===== src/mbps_pkg.sv =====
// Shared types and constants for the masked byte pattern scanner.
package mbps_pkg;

    localparam int ADDR_W    = 48;
    localparam int SEEN_W    = 32;
    localparam int CFG_W     = 64;
    localparam int PAT_BYTES = 16;
    localparam int LEN_W     = 5;
    localparam int CFG_IDX_W = 3;

    typedef logic [7:0]           byte_t;
    typedef logic [ADDR_W-1:0]    addr_t;
    typedef logic [SEEN_W-1:0]    seen_t;
    typedef logic [LEN_W-1:0]     len_t;
    typedef logic [CFG_IDX_W-1:0] cfg_index_t;

    // Register indexes on the configuration channel
    localparam cfg_index_t CFG_PATTERN_LOW    = 3'd0;
    localparam cfg_index_t CFG_PATTERN_HIGH   = 3'd1;
    localparam cfg_index_t CFG_CARE_MASK      = 3'd2;
    localparam cfg_index_t CFG_PATTERN_LENGTH = 3'd3;
    localparam cfg_index_t CFG_REGION_BASE    = 3'd4;

    // Current search setup
    typedef struct packed {
        logic [8*PAT_BYTES-1:0] pattern;
        logic [PAT_BYTES-1:0]   care;
        len_t                   length;
        addr_t                  base;
    } cfg_t;

    // Compare outcome for the current window
    typedef struct packed {
        logic  hit;
        addr_t address;
    } match_t;

endpackage


===== src/mbps_cfg.sv =====
// Configuration register file for the masked byte pattern scanner.
module mbps_cfg
(
    input  logic                      clk,
    input  logic                      rst_n,
    input  logic                      cfg_valid,
    output logic                      cfg_ready,
    input  mbps_pkg::cfg_index_t      cfg_index,
    input  logic [mbps_pkg::CFG_W-1:0] cfg_data,
    output mbps_pkg::cfg_t            cfg
);

    mbps_pkg::cfg_t cfg_reg;

    assign cfg_ready = 1'b1;
    assign cfg        = cfg_reg;

    // Write the addressed register; drop writes to unused indexes
    always_ff @(posedge clk or negedge rst_n)
    begin
        if (!rst_n)
        begin
            cfg_reg <= '0;
        end
        else if (cfg_valid)
        begin
            case (cfg_index)
                mbps_pkg::CFG_PATTERN_LOW:    cfg_reg.pattern[63:0]   <= cfg_data;
                mbps_pkg::CFG_PATTERN_HIGH:   cfg_reg.pattern[127:64] <= cfg_data;
                mbps_pkg::CFG_CARE_MASK:      cfg_reg.care   <= cfg_data[mbps_pkg::PAT_BYTES-1:0];
                mbps_pkg::CFG_PATTERN_LENGTH: cfg_reg.length <= cfg_data[mbps_pkg::LEN_W-1:0];
                mbps_pkg::CFG_REGION_BASE:    cfg_reg.base   <= cfg_data[mbps_pkg::ADDR_W-1:0];
                default:                      cfg_reg        <= cfg_reg;
            endcase
        end
    end

endmodule


===== src/mbps_match.sv =====
// Parallel masked compare of the byte window against the pattern.
module mbps_match
#(
    parameter int MAX_PATTERN = 16
)
(
    input  logic [MAX_PATTERN-1:0][7:0] window,
    input  mbps_pkg::seen_t             seen,
    input  mbps_pkg::cfg_t              cfg,
    output mbps_pkg::match_t            result
);

    localparam int IDX_W = (MAX_PATTERN > 1) ? $clog2(MAX_PATTERN) : 1;
    localparam int CMP_N = (MAX_PATTERN < mbps_pkg::PAT_BYTES) ? MAX_PATTERN
                                                               : mbps_pkg::PAT_BYTES;

    logic            len_ok;
    logic            bytes_ok;
    mbps_pkg::seen_t offset;

    // Length must be nonzero, fit the window and be covered by bytes seen
    assign len_ok = (cfg.length != '0) && (7'(cfg.length) <= 7'(MAX_PATTERN))
                    && (seen >= mbps_pkg::SEEN_W'(cfg.length));

    // Check each cared pattern byte against its aligned window byte
    always_comb
    begin
        logic [6:0] pos;
        bytes_ok = 1'b1;
        pos      = '0;
        for (int j = 0; j < CMP_N; j++)
        begin
            pos = 7'(cfg.length) - 7'(j) - 7'd1;
            if ((5'(j) < cfg.length) && cfg.care[j]
                && (window[pos[IDX_W-1:0]] != cfg.pattern[8*j +: 8]))
            begin
                bytes_ok = 1'b0;
            end
        end
    end

    // Match start is the count of bytes seen less the pattern length
    assign offset         = seen - mbps_pkg::SEEN_W'(cfg.length);
    assign result.hit     = len_ok && bytes_ok;
    assign result.address = cfg.base + mbps_pkg::ADDR_W'(offset);

endmodule


===== src/masked_byte_pattern_scan.sv =====
// Top level of the masked byte pattern scanner: window, region state and result register.
//
// Bytes of one region stream in on the slave side, one per transfer. Each byte is
// shifted into a window of MAX_PATTERN bytes and compared in the same cycle against
// the masked pattern; a result (match address with found set, or found clear when the
// region ends without a match) appears on the master side the cycle after the byte
// that caused it. Throughput is one byte per clock, and the scanner takes a byte in
// every cycle, except while an earlier result waits in the result register and the
// master side is not ready. After a match the rest of the region is consumed without
// results. Configuration is written through its own channel; the user must write it
// only while no scan is in flight, as the block itself does not enforce this.
module masked_byte_pattern_scan
#(
    parameter int MAX_PATTERN = 16
)
(
    input  logic                         clk,
    input  logic                         rst_n,
    // Configuration channel
    input  logic                         cfg_valid,
    output logic                         cfg_ready,
    input  mbps_pkg::cfg_index_t         cfg_index,
    input  logic [mbps_pkg::CFG_W-1:0]   cfg_data,
    // Byte stream
    input  logic                         s_tvalid,
    output logic                         s_tready,
    input  logic [7:0]                   s_tdata,   // [7:0] data_byte
    input  logic                         s_tlast,   // last_byte
    // Result stream
    output logic                         m_tvalid,
    input  logic                         m_tready,
    output logic [mbps_pkg::ADDR_W-1:0]  m_tdata,   // [47:0] match_address
    output logic [0:0]                   m_tuser    // [0] found
);

    mbps_pkg::cfg_t              cfg;
    mbps_pkg::match_t            match;
    logic [MAX_PATTERN-1:0][7:0] window_reg;
    logic [MAX_PATTERN-1:0][7:0] window_next;
    mbps_pkg::seen_t             seen_reg;
    mbps_pkg::seen_t             seen_next;
    logic                        done_reg;
    logic                        out_valid_reg;
    logic                        out_found_reg;
    mbps_pkg::addr_t             out_addr_reg;
    logic                        accept;
    logic                        res_valid;
    logic                        res_found;

    mbps_cfg u_cfg
    (
        .clk       (clk),
        .rst_n     (rst_n),
        .cfg_valid (cfg_valid),
        .cfg_ready (cfg_ready),
        .cfg_index (cfg_index),
        .cfg_data  (cfg_data),
        .cfg       (cfg)
    );

    // Take a byte whenever the result register is free or being drained
    assign s_tready = !out_valid_reg || m_tready;
    assign accept   = s_tvalid && s_tready;

    // Shift the new byte in at the newest end of the window
    always_comb
    begin
        window_next[0] = s_tdata;
        for (int i = 1; i < MAX_PATTERN; i++)
        begin
            window_next[i] = window_reg[i-1];
        end
    end

    // Saturate the byte count
    assign seen_next = (seen_reg == '1) ? seen_reg : seen_reg + 1'b1;

    mbps_match #(.MAX_PATTERN(MAX_PATTERN)) u_match
    (
        .window (window_next),
        .seen   (seen_next),
        .cfg    (cfg),
        .result (match)
    );

    // A result comes from a match, or from the region end without one
    assign res_found = !done_reg && match.hit;
    assign res_valid = accept && !done_reg && (match.hit || s_tlast);

    // Advance the window only while the region is still being searched
    always_ff @(posedge clk)
    begin
        if (accept && !done_reg)
        begin
            window_reg <= window_next;
        end
    end

    // Hold region state; clear it after the region's last byte
    always_ff @(posedge clk or negedge rst_n)
    begin
        if (!rst_n)
        begin
            seen_reg <= '0;
            done_reg <= 1'b0;
        end
        else if (accept)
        begin
            if (s_tlast)
            begin
                seen_reg <= '0;
                done_reg <= 1'b0;
            end
            else if (!done_reg)
            begin
                seen_reg <= seen_next;
                done_reg <= match.hit;
            end
        end
    end

    // Result register: load on a new result, drop once transferred
    always_ff @(posedge clk or negedge rst_n)
    begin
        if (!rst_n)
        begin
            out_valid_reg <= 1'b0;
        end
        else if (res_valid)
        begin
            out_valid_reg <= 1'b1;
        end
        else if (m_tready)
        begin
            out_valid_reg <= 1'b0;
        end
    end

    always_ff @(posedge clk)
    begin
        if (res_valid)
        begin
            out_found_reg <= res_found;
            out_addr_reg  <= res_found ? match.address : '0;
        end
    end

    assign m_tvalid   = out_valid_reg;
    assign m_tdata    = out_addr_reg;
    assign m_tuser[0] = out_found_reg;

    // A not-found result never carries an address
    assert property (@(posedge clk) disable iff (!rst_n)
        m_tvalid && !m_tuser[0] |-> m_tdata == '0)
        else $error("not-found result with nonzero address");

    // Region state is clear after the last byte of a region
    assert property (@(posedge clk) disable iff (!rst_n)
        accept && s_tlast |=> seen_reg == '0 && !done_reg)
        else $error("region state not cleared after last byte");

    // A finished region has seen at least one byte
    assert property (@(posedge clk) disable iff (!rst_n)
        done_reg |-> seen_reg != '0)
        else $error("region marked done with no bytes seen");

    // A match inside a region stops the search
    assert property (@(posedge clk) disable iff (!rst_n)
        res_valid && res_found && !s_tlast |=> done_reg && m_tvalid)
        else $error("match did not end the search");

endmodule


===== config.mk =====
export PLATFORM = sky130hd
export DESIGN_NAME = masked_byte_pattern_scan
export DESIGN_NICKNAME = d
export VERILOG_FILES = /design/src/mbps_pkg.sv /design/src/mbps_cfg.sv /design/src/mbps_match.sv /design/src/masked_byte_pattern_scan.sv
export SDC_FILE = /design/constraint.sdc
export NUM_CORES = 1
export LEC_CHECK = 0
export ABC_AREA = 1
export BUFFER_PORTS_ARGS = -buffer_cell sky130_fd_sc_hd__clkbuf_2
export CAP_MARGIN = 15
export CORE_AREA = 2 2 227 229
export CTS_CLUSTER_SIZE = 10
export DETAILED_ROUTE_END_ITERATION = 12
export DIE_AREA = 0 0 229 231
export PLACE_DENSITY = 0.75
export SLEW_MARGIN = 0
export SYNTH_ARGS = -nofsm -noshare
export SYNTH_HDL_FRONTEND = slang
export SYNTH_SLANG_ARGS = --single-unit
export TNS_END_PERCENT = 100

===== constraint.sdc =====
create_clock -name clk -period 6.7 [get_ports clk]
set_input_delay 1.675 -clock clk [delete_from_list [all_inputs] [get_ports clk]]
set_output_delay 1.675 -clock clk [all_outputs]
set_load 0.02 [all_outputs]

==> impl.org <==
** Run status
- Result of the run :: finished clean

** Placement
- Final weighted congestion in routability-driven placement :: 1.098
- The placed instances occupy a cell area of about 29000 um^2.
- Cell count after placement :: 4597
- Number of I/O port buffers :: between 100 and 150
- Worst setup timing slack at the placement stage :: 0.4038 ns
- Once detailed placement completed, the half-perimeter wirelength came to between 70000 and 80000 um.

** STA
- Slew Limit Headroom :: between 20% and 30%
- Actual transition at the worst max-transition pin :: 1.078 ns
- Max frequency :: 165.6 MHz
- Final worst setup slack :: 0.6630 ns
- Dividing the final minimum period by the clock period gives 90.10%.
- Final worst path period need :: around 6.0 ns
- Hold Fails Final Rpt :: 0
- Number of pins with negative max-slew slack in the final report :: 0
- Total setup violations reported at the end of the flow :: 0
- Setup clock skew after layout :: 0.02107 ns

** Final layout
- Antenna cell count :: 0
- Total area of multi-input combinational cells :: roughly 15000 um^2
- Max FFs per register :: 197
- Share of layout cells above drive strength 1 :: ~7.5%
- After the flow finishes, the layout carries non-filler instances totaling about 4700.
- Final design utilization :: 59.36%
- After the last flow step, the layout net total stands at 4100.
- From synthesis to final layout, the design area changed by 9.594%.
- Counting the fill cells in the layout gives 4893.
- Finished Cell Area :: 30090 um^2
- In the final layout, flip-flops and latches occupy 10860 um^2.

** Route
- The first routing iteration left 3955 violations.
- For this run, the detailed router's first-pass iteration total came to 7.
- Wires add up to 100000 um.
- DR WL/cell :: approximately 21 um
- Number of routed nets with antenna violations :: 0
- Detailed routing inserted a total of 28210 vias.
- Dividing the detail-routed via count by the number of cells gives 6.022.
- In the routed design, unresolved DRC markers number 0.

** Setup path
- The worst setup path is launched from a register.
- The slowest stage of the critical path is the dfrtp_1 cell.
- For this run, the slowest stage of the critical path takes about 0.43 ns.
- Required time of the critical path :: 7.04 ns
- WP data arrival :: 6.37 ns
- The worst setup path is captured at a register.
- Path type of the worst setup path :: register to register
- CP most frequent cell :: nor2_1
- In this run the worst path has a maximum fanout of 6.
- Across all register-to-register paths, the minimum setup slack is 0.66 ns.

** Synth
- Proportion of synthesized flip-flops having asynchronous set or reset :: 57.75%
- Seq/Total Area, Yosys :: 39.54%
- After synthesis, the mean cell area works out to 7.003 um^2.
- Counting flops with a built-in enable in the synthesized netlist gives 169.
- Post-synth net total :: between 4000 and 5000
- Total number of yosys warnings :: 0
- Synthesis inferred 400 register bits.
- Summing every instance area after synthesis gives about 27000 um^2.
- Post-synthesis cell type count :: 50
- Mapped Cells :: 3920
- Among all flip-flop cells after synthesis, the most frequent one is dfrtp_1.

** Power
- IR analysis of the VDD net gives a maximum drop of around 0.00036 V.
- Sequential share of power :: 25.1%
- In this run, the clock network consumes 19.0% of the power.
- Comb pwr share :: a little under three fifths
- In this run the power spent charging and discharging nets is 6675 uW.
- Lkg Pwr :: 0.01451 uW
- Total power for the finished layout comes to 13430 uW.
- Internal Pwr Total :: 6754 uW
- Of the total power, the share spent switching nets is 49.71%.
- Power density over the cells :: 446.4 nW/um^2

** Clock tree
- No sink is reached through more buffers than the 3 on the longest clock path.
- Clock-pin slew was measured on the worst setup and hold paths at 0.06 ns.
- TritonCTS built the clock tree.
- The cell sitting at the root of the clock tree is a clkbuf_16.
- Level count of the clock H-tree :: 2
- TritonCTS created 49 clock buffers.
- Counting every sink on the clock net gives 400.
- For the worst-skew pair, the clock arrives at the later sink with an insertion delay of slightly above 0.6 ns.

** Global route
- Vias in the first global route :: 25310
- First-pass GRT wire length :: 150300 um
- Largest net degree at the start of global routing :: 134
- Summed over all layers, the global routing overflow is 0.
- GRT Total Usage :: 37.40%
- The number of antenna violations at the first check in global routing came to 2.

** Floorplanning
- In this run the horizontal extent of the chip is 229 um.
- Starting Density :: a little over half
- Total Die Area :: 52900 um^2
- In this run the count of I/O pins placed on the die edge is roughly 130.
- Area of the placeable core :: 50680 um^2
- Chip Height :: 231 um
- Standard-cell rows :: 83

** Job
- Across the run, the number of max-cap violations was 0.

** Min path
- The min-delay analysis places its worst path in the category register to register.
[per-stage QoR]
step	hold slack, ns	TNS (ns)
2_1_floorplan	0.4456	0
3_3_place_gp	0.4610	0
3_5_place_dp	0.4595	0
4_1_cts	0.4654	0
5_1_grt	0.4849	-0.01206
6_report	0.4729	0
[per-layer routing]
| layer | GRT usage (%) | vias to the layer above | wire (um) |
|---|---|---|---|
| met5 | 0 | - | 13 |
| met4 | 21.85 | 2 | 6576 |
| met3 | 9.536 | 330 | 12110 |
| met2 | 53.19 | 1721 | 40860 |
| met1 | 51.55 | 12970 | 40440 |
| li1 | - | 13190 | - |
[kinds of logic (layout without fill, tap and decap cells)]
| kind of cell | Yosys count | after routing | synth area share (%) |
|---|---|---|---|
| AO/OA/AOI/OAI | 391 | 391 | 7.621 |
| flip-flops | 400 | 400 | 39.54 |
| other | 1 | 1 | 0.01366 |
| buffers and inverters | 519 | 604 | 7.621 |
| adder cells (fa/ha/maj) | 50 | 50 | 2.334 |
| XOR/XNOR | 104 | 104 | 3.564 |
| AND/OR/NAND/NOR | 2455 | 2455 | 39.30 |
[power groups by stage]
stage	sequential [uW]	clock [uW]	combinational [uW]
6_report	3370	2560	7500
5_1_grt	3400	2670	8210
4_1_cts	3360	2580	7210
3_5_place_dp	3390	0	7180
3_3_place_gp	3390	0	7110
2_1_floorplan	3270	0	5150
[final cells by class]
class | instances | share of cell area [%]
Timing Repair Buffer | 170 | 3.310
Multi-Input combinational cell | 3001 | 48.45
Tap cell | 680 | 2.828
Sequential cell | 400 | 36.10
Clock inverter | 8 | 0.3119
Inverter | 347 | 4.342
Clock buffer | 79 | 4.654
[cell usage after synthesis (5+ instances only)]
library cell / number / area share, %
xnor2_1: 16 / 0.51
nand3b_1: 39 / 1.1
or2_2: 16 / 0.36
o22ai_1: 21 / 0.48
dfrtp_1: 231 / 21
clkbuf_1: 66 / 0.90
nand2_1: 1169 / 16
buf_4: 7 / 0.19
buf_6: 5 / 0.21
xor2_1: 82 / 2.6
a21boi_0: 7 / 0.19
a21oi_1: 75 / 1.4
nor2_1: 205 / 2.8
nor3_1: 10 / 0.18
ha_1: 48 / 2.2
nor4_1: 6 / 0.14
edfxtp_1: 169 / 18
buf_1: 32 / 0.44
buf_2: 62 / 1.1
nand4_1: 16 / 0.36
inv_1: 342 / 4.7
nand2_2: 6 / 0.14
and2_1: 13 / 0.30
nand3_1: 955 / 17
a31oi_1: 16 / 0.36
nor2_2: 12 / 0.27
o21ai_0: 249 / 4.5
[critical path: cells and delay by family (launching register included)]
family	cells	cell delay, ns
buffers and inverters	5	0.40
adders and majority gates	3	0.92
DFF	1	0.43
and+or+nand+nor	15	2.17
xor gates and xnor gates	2	0.37
AOI/OAI and AO/OA	9	1.48
[path summary, 6_finish.rpt]
check                                   end             from  cells past startpoint
setup / recovery                m_tdata[39]      seen_reg[0]                     34
hold / removal             window_next[101]  window_next[93]                      0
setup reg to reg                m_tdata[39]      seen_reg[0]                     34
hold reg to reg            window_next[101]  window_next[93]                      0
max in group asynchronous    u_cfg.cfg[117]            rst_n                      2
min in group asynchronous     u_cfg.cfg[37]            rst_n                      1
[timing repair]
item / in CTS / in global routing
gates resized for setup: 0 / 9
hold buffers: 0 / 0
setup buffers: 0 / 1
endpoints found under the setup margin: 0 / 19
[layout by cell type, fill, tap and decap left out, types with 21 or more instances in the layout]
cell / netlist / final
nand2_1: 1169 / 1167
o22ai_1: 21 / 21
clkbuf_16: 0 / 50
ha_1: 48 / 46
dfrtp_1: 231 / 229
edfxtp_1: 169 / 169
xor2_1: 82 / 82
buf_4: 7 / 36
inv_1: 342 / 339
clkbuf_2: 0 / 130
nand3b_1: 39 / 39
o21ai_0: 249 / 248
clkbuf_1: 66 / 25
nand3_1: 955 / 953
nor2_1: 205 / 203
a21oi_1: 75 / 74
(Power assumes the default switching activity.)
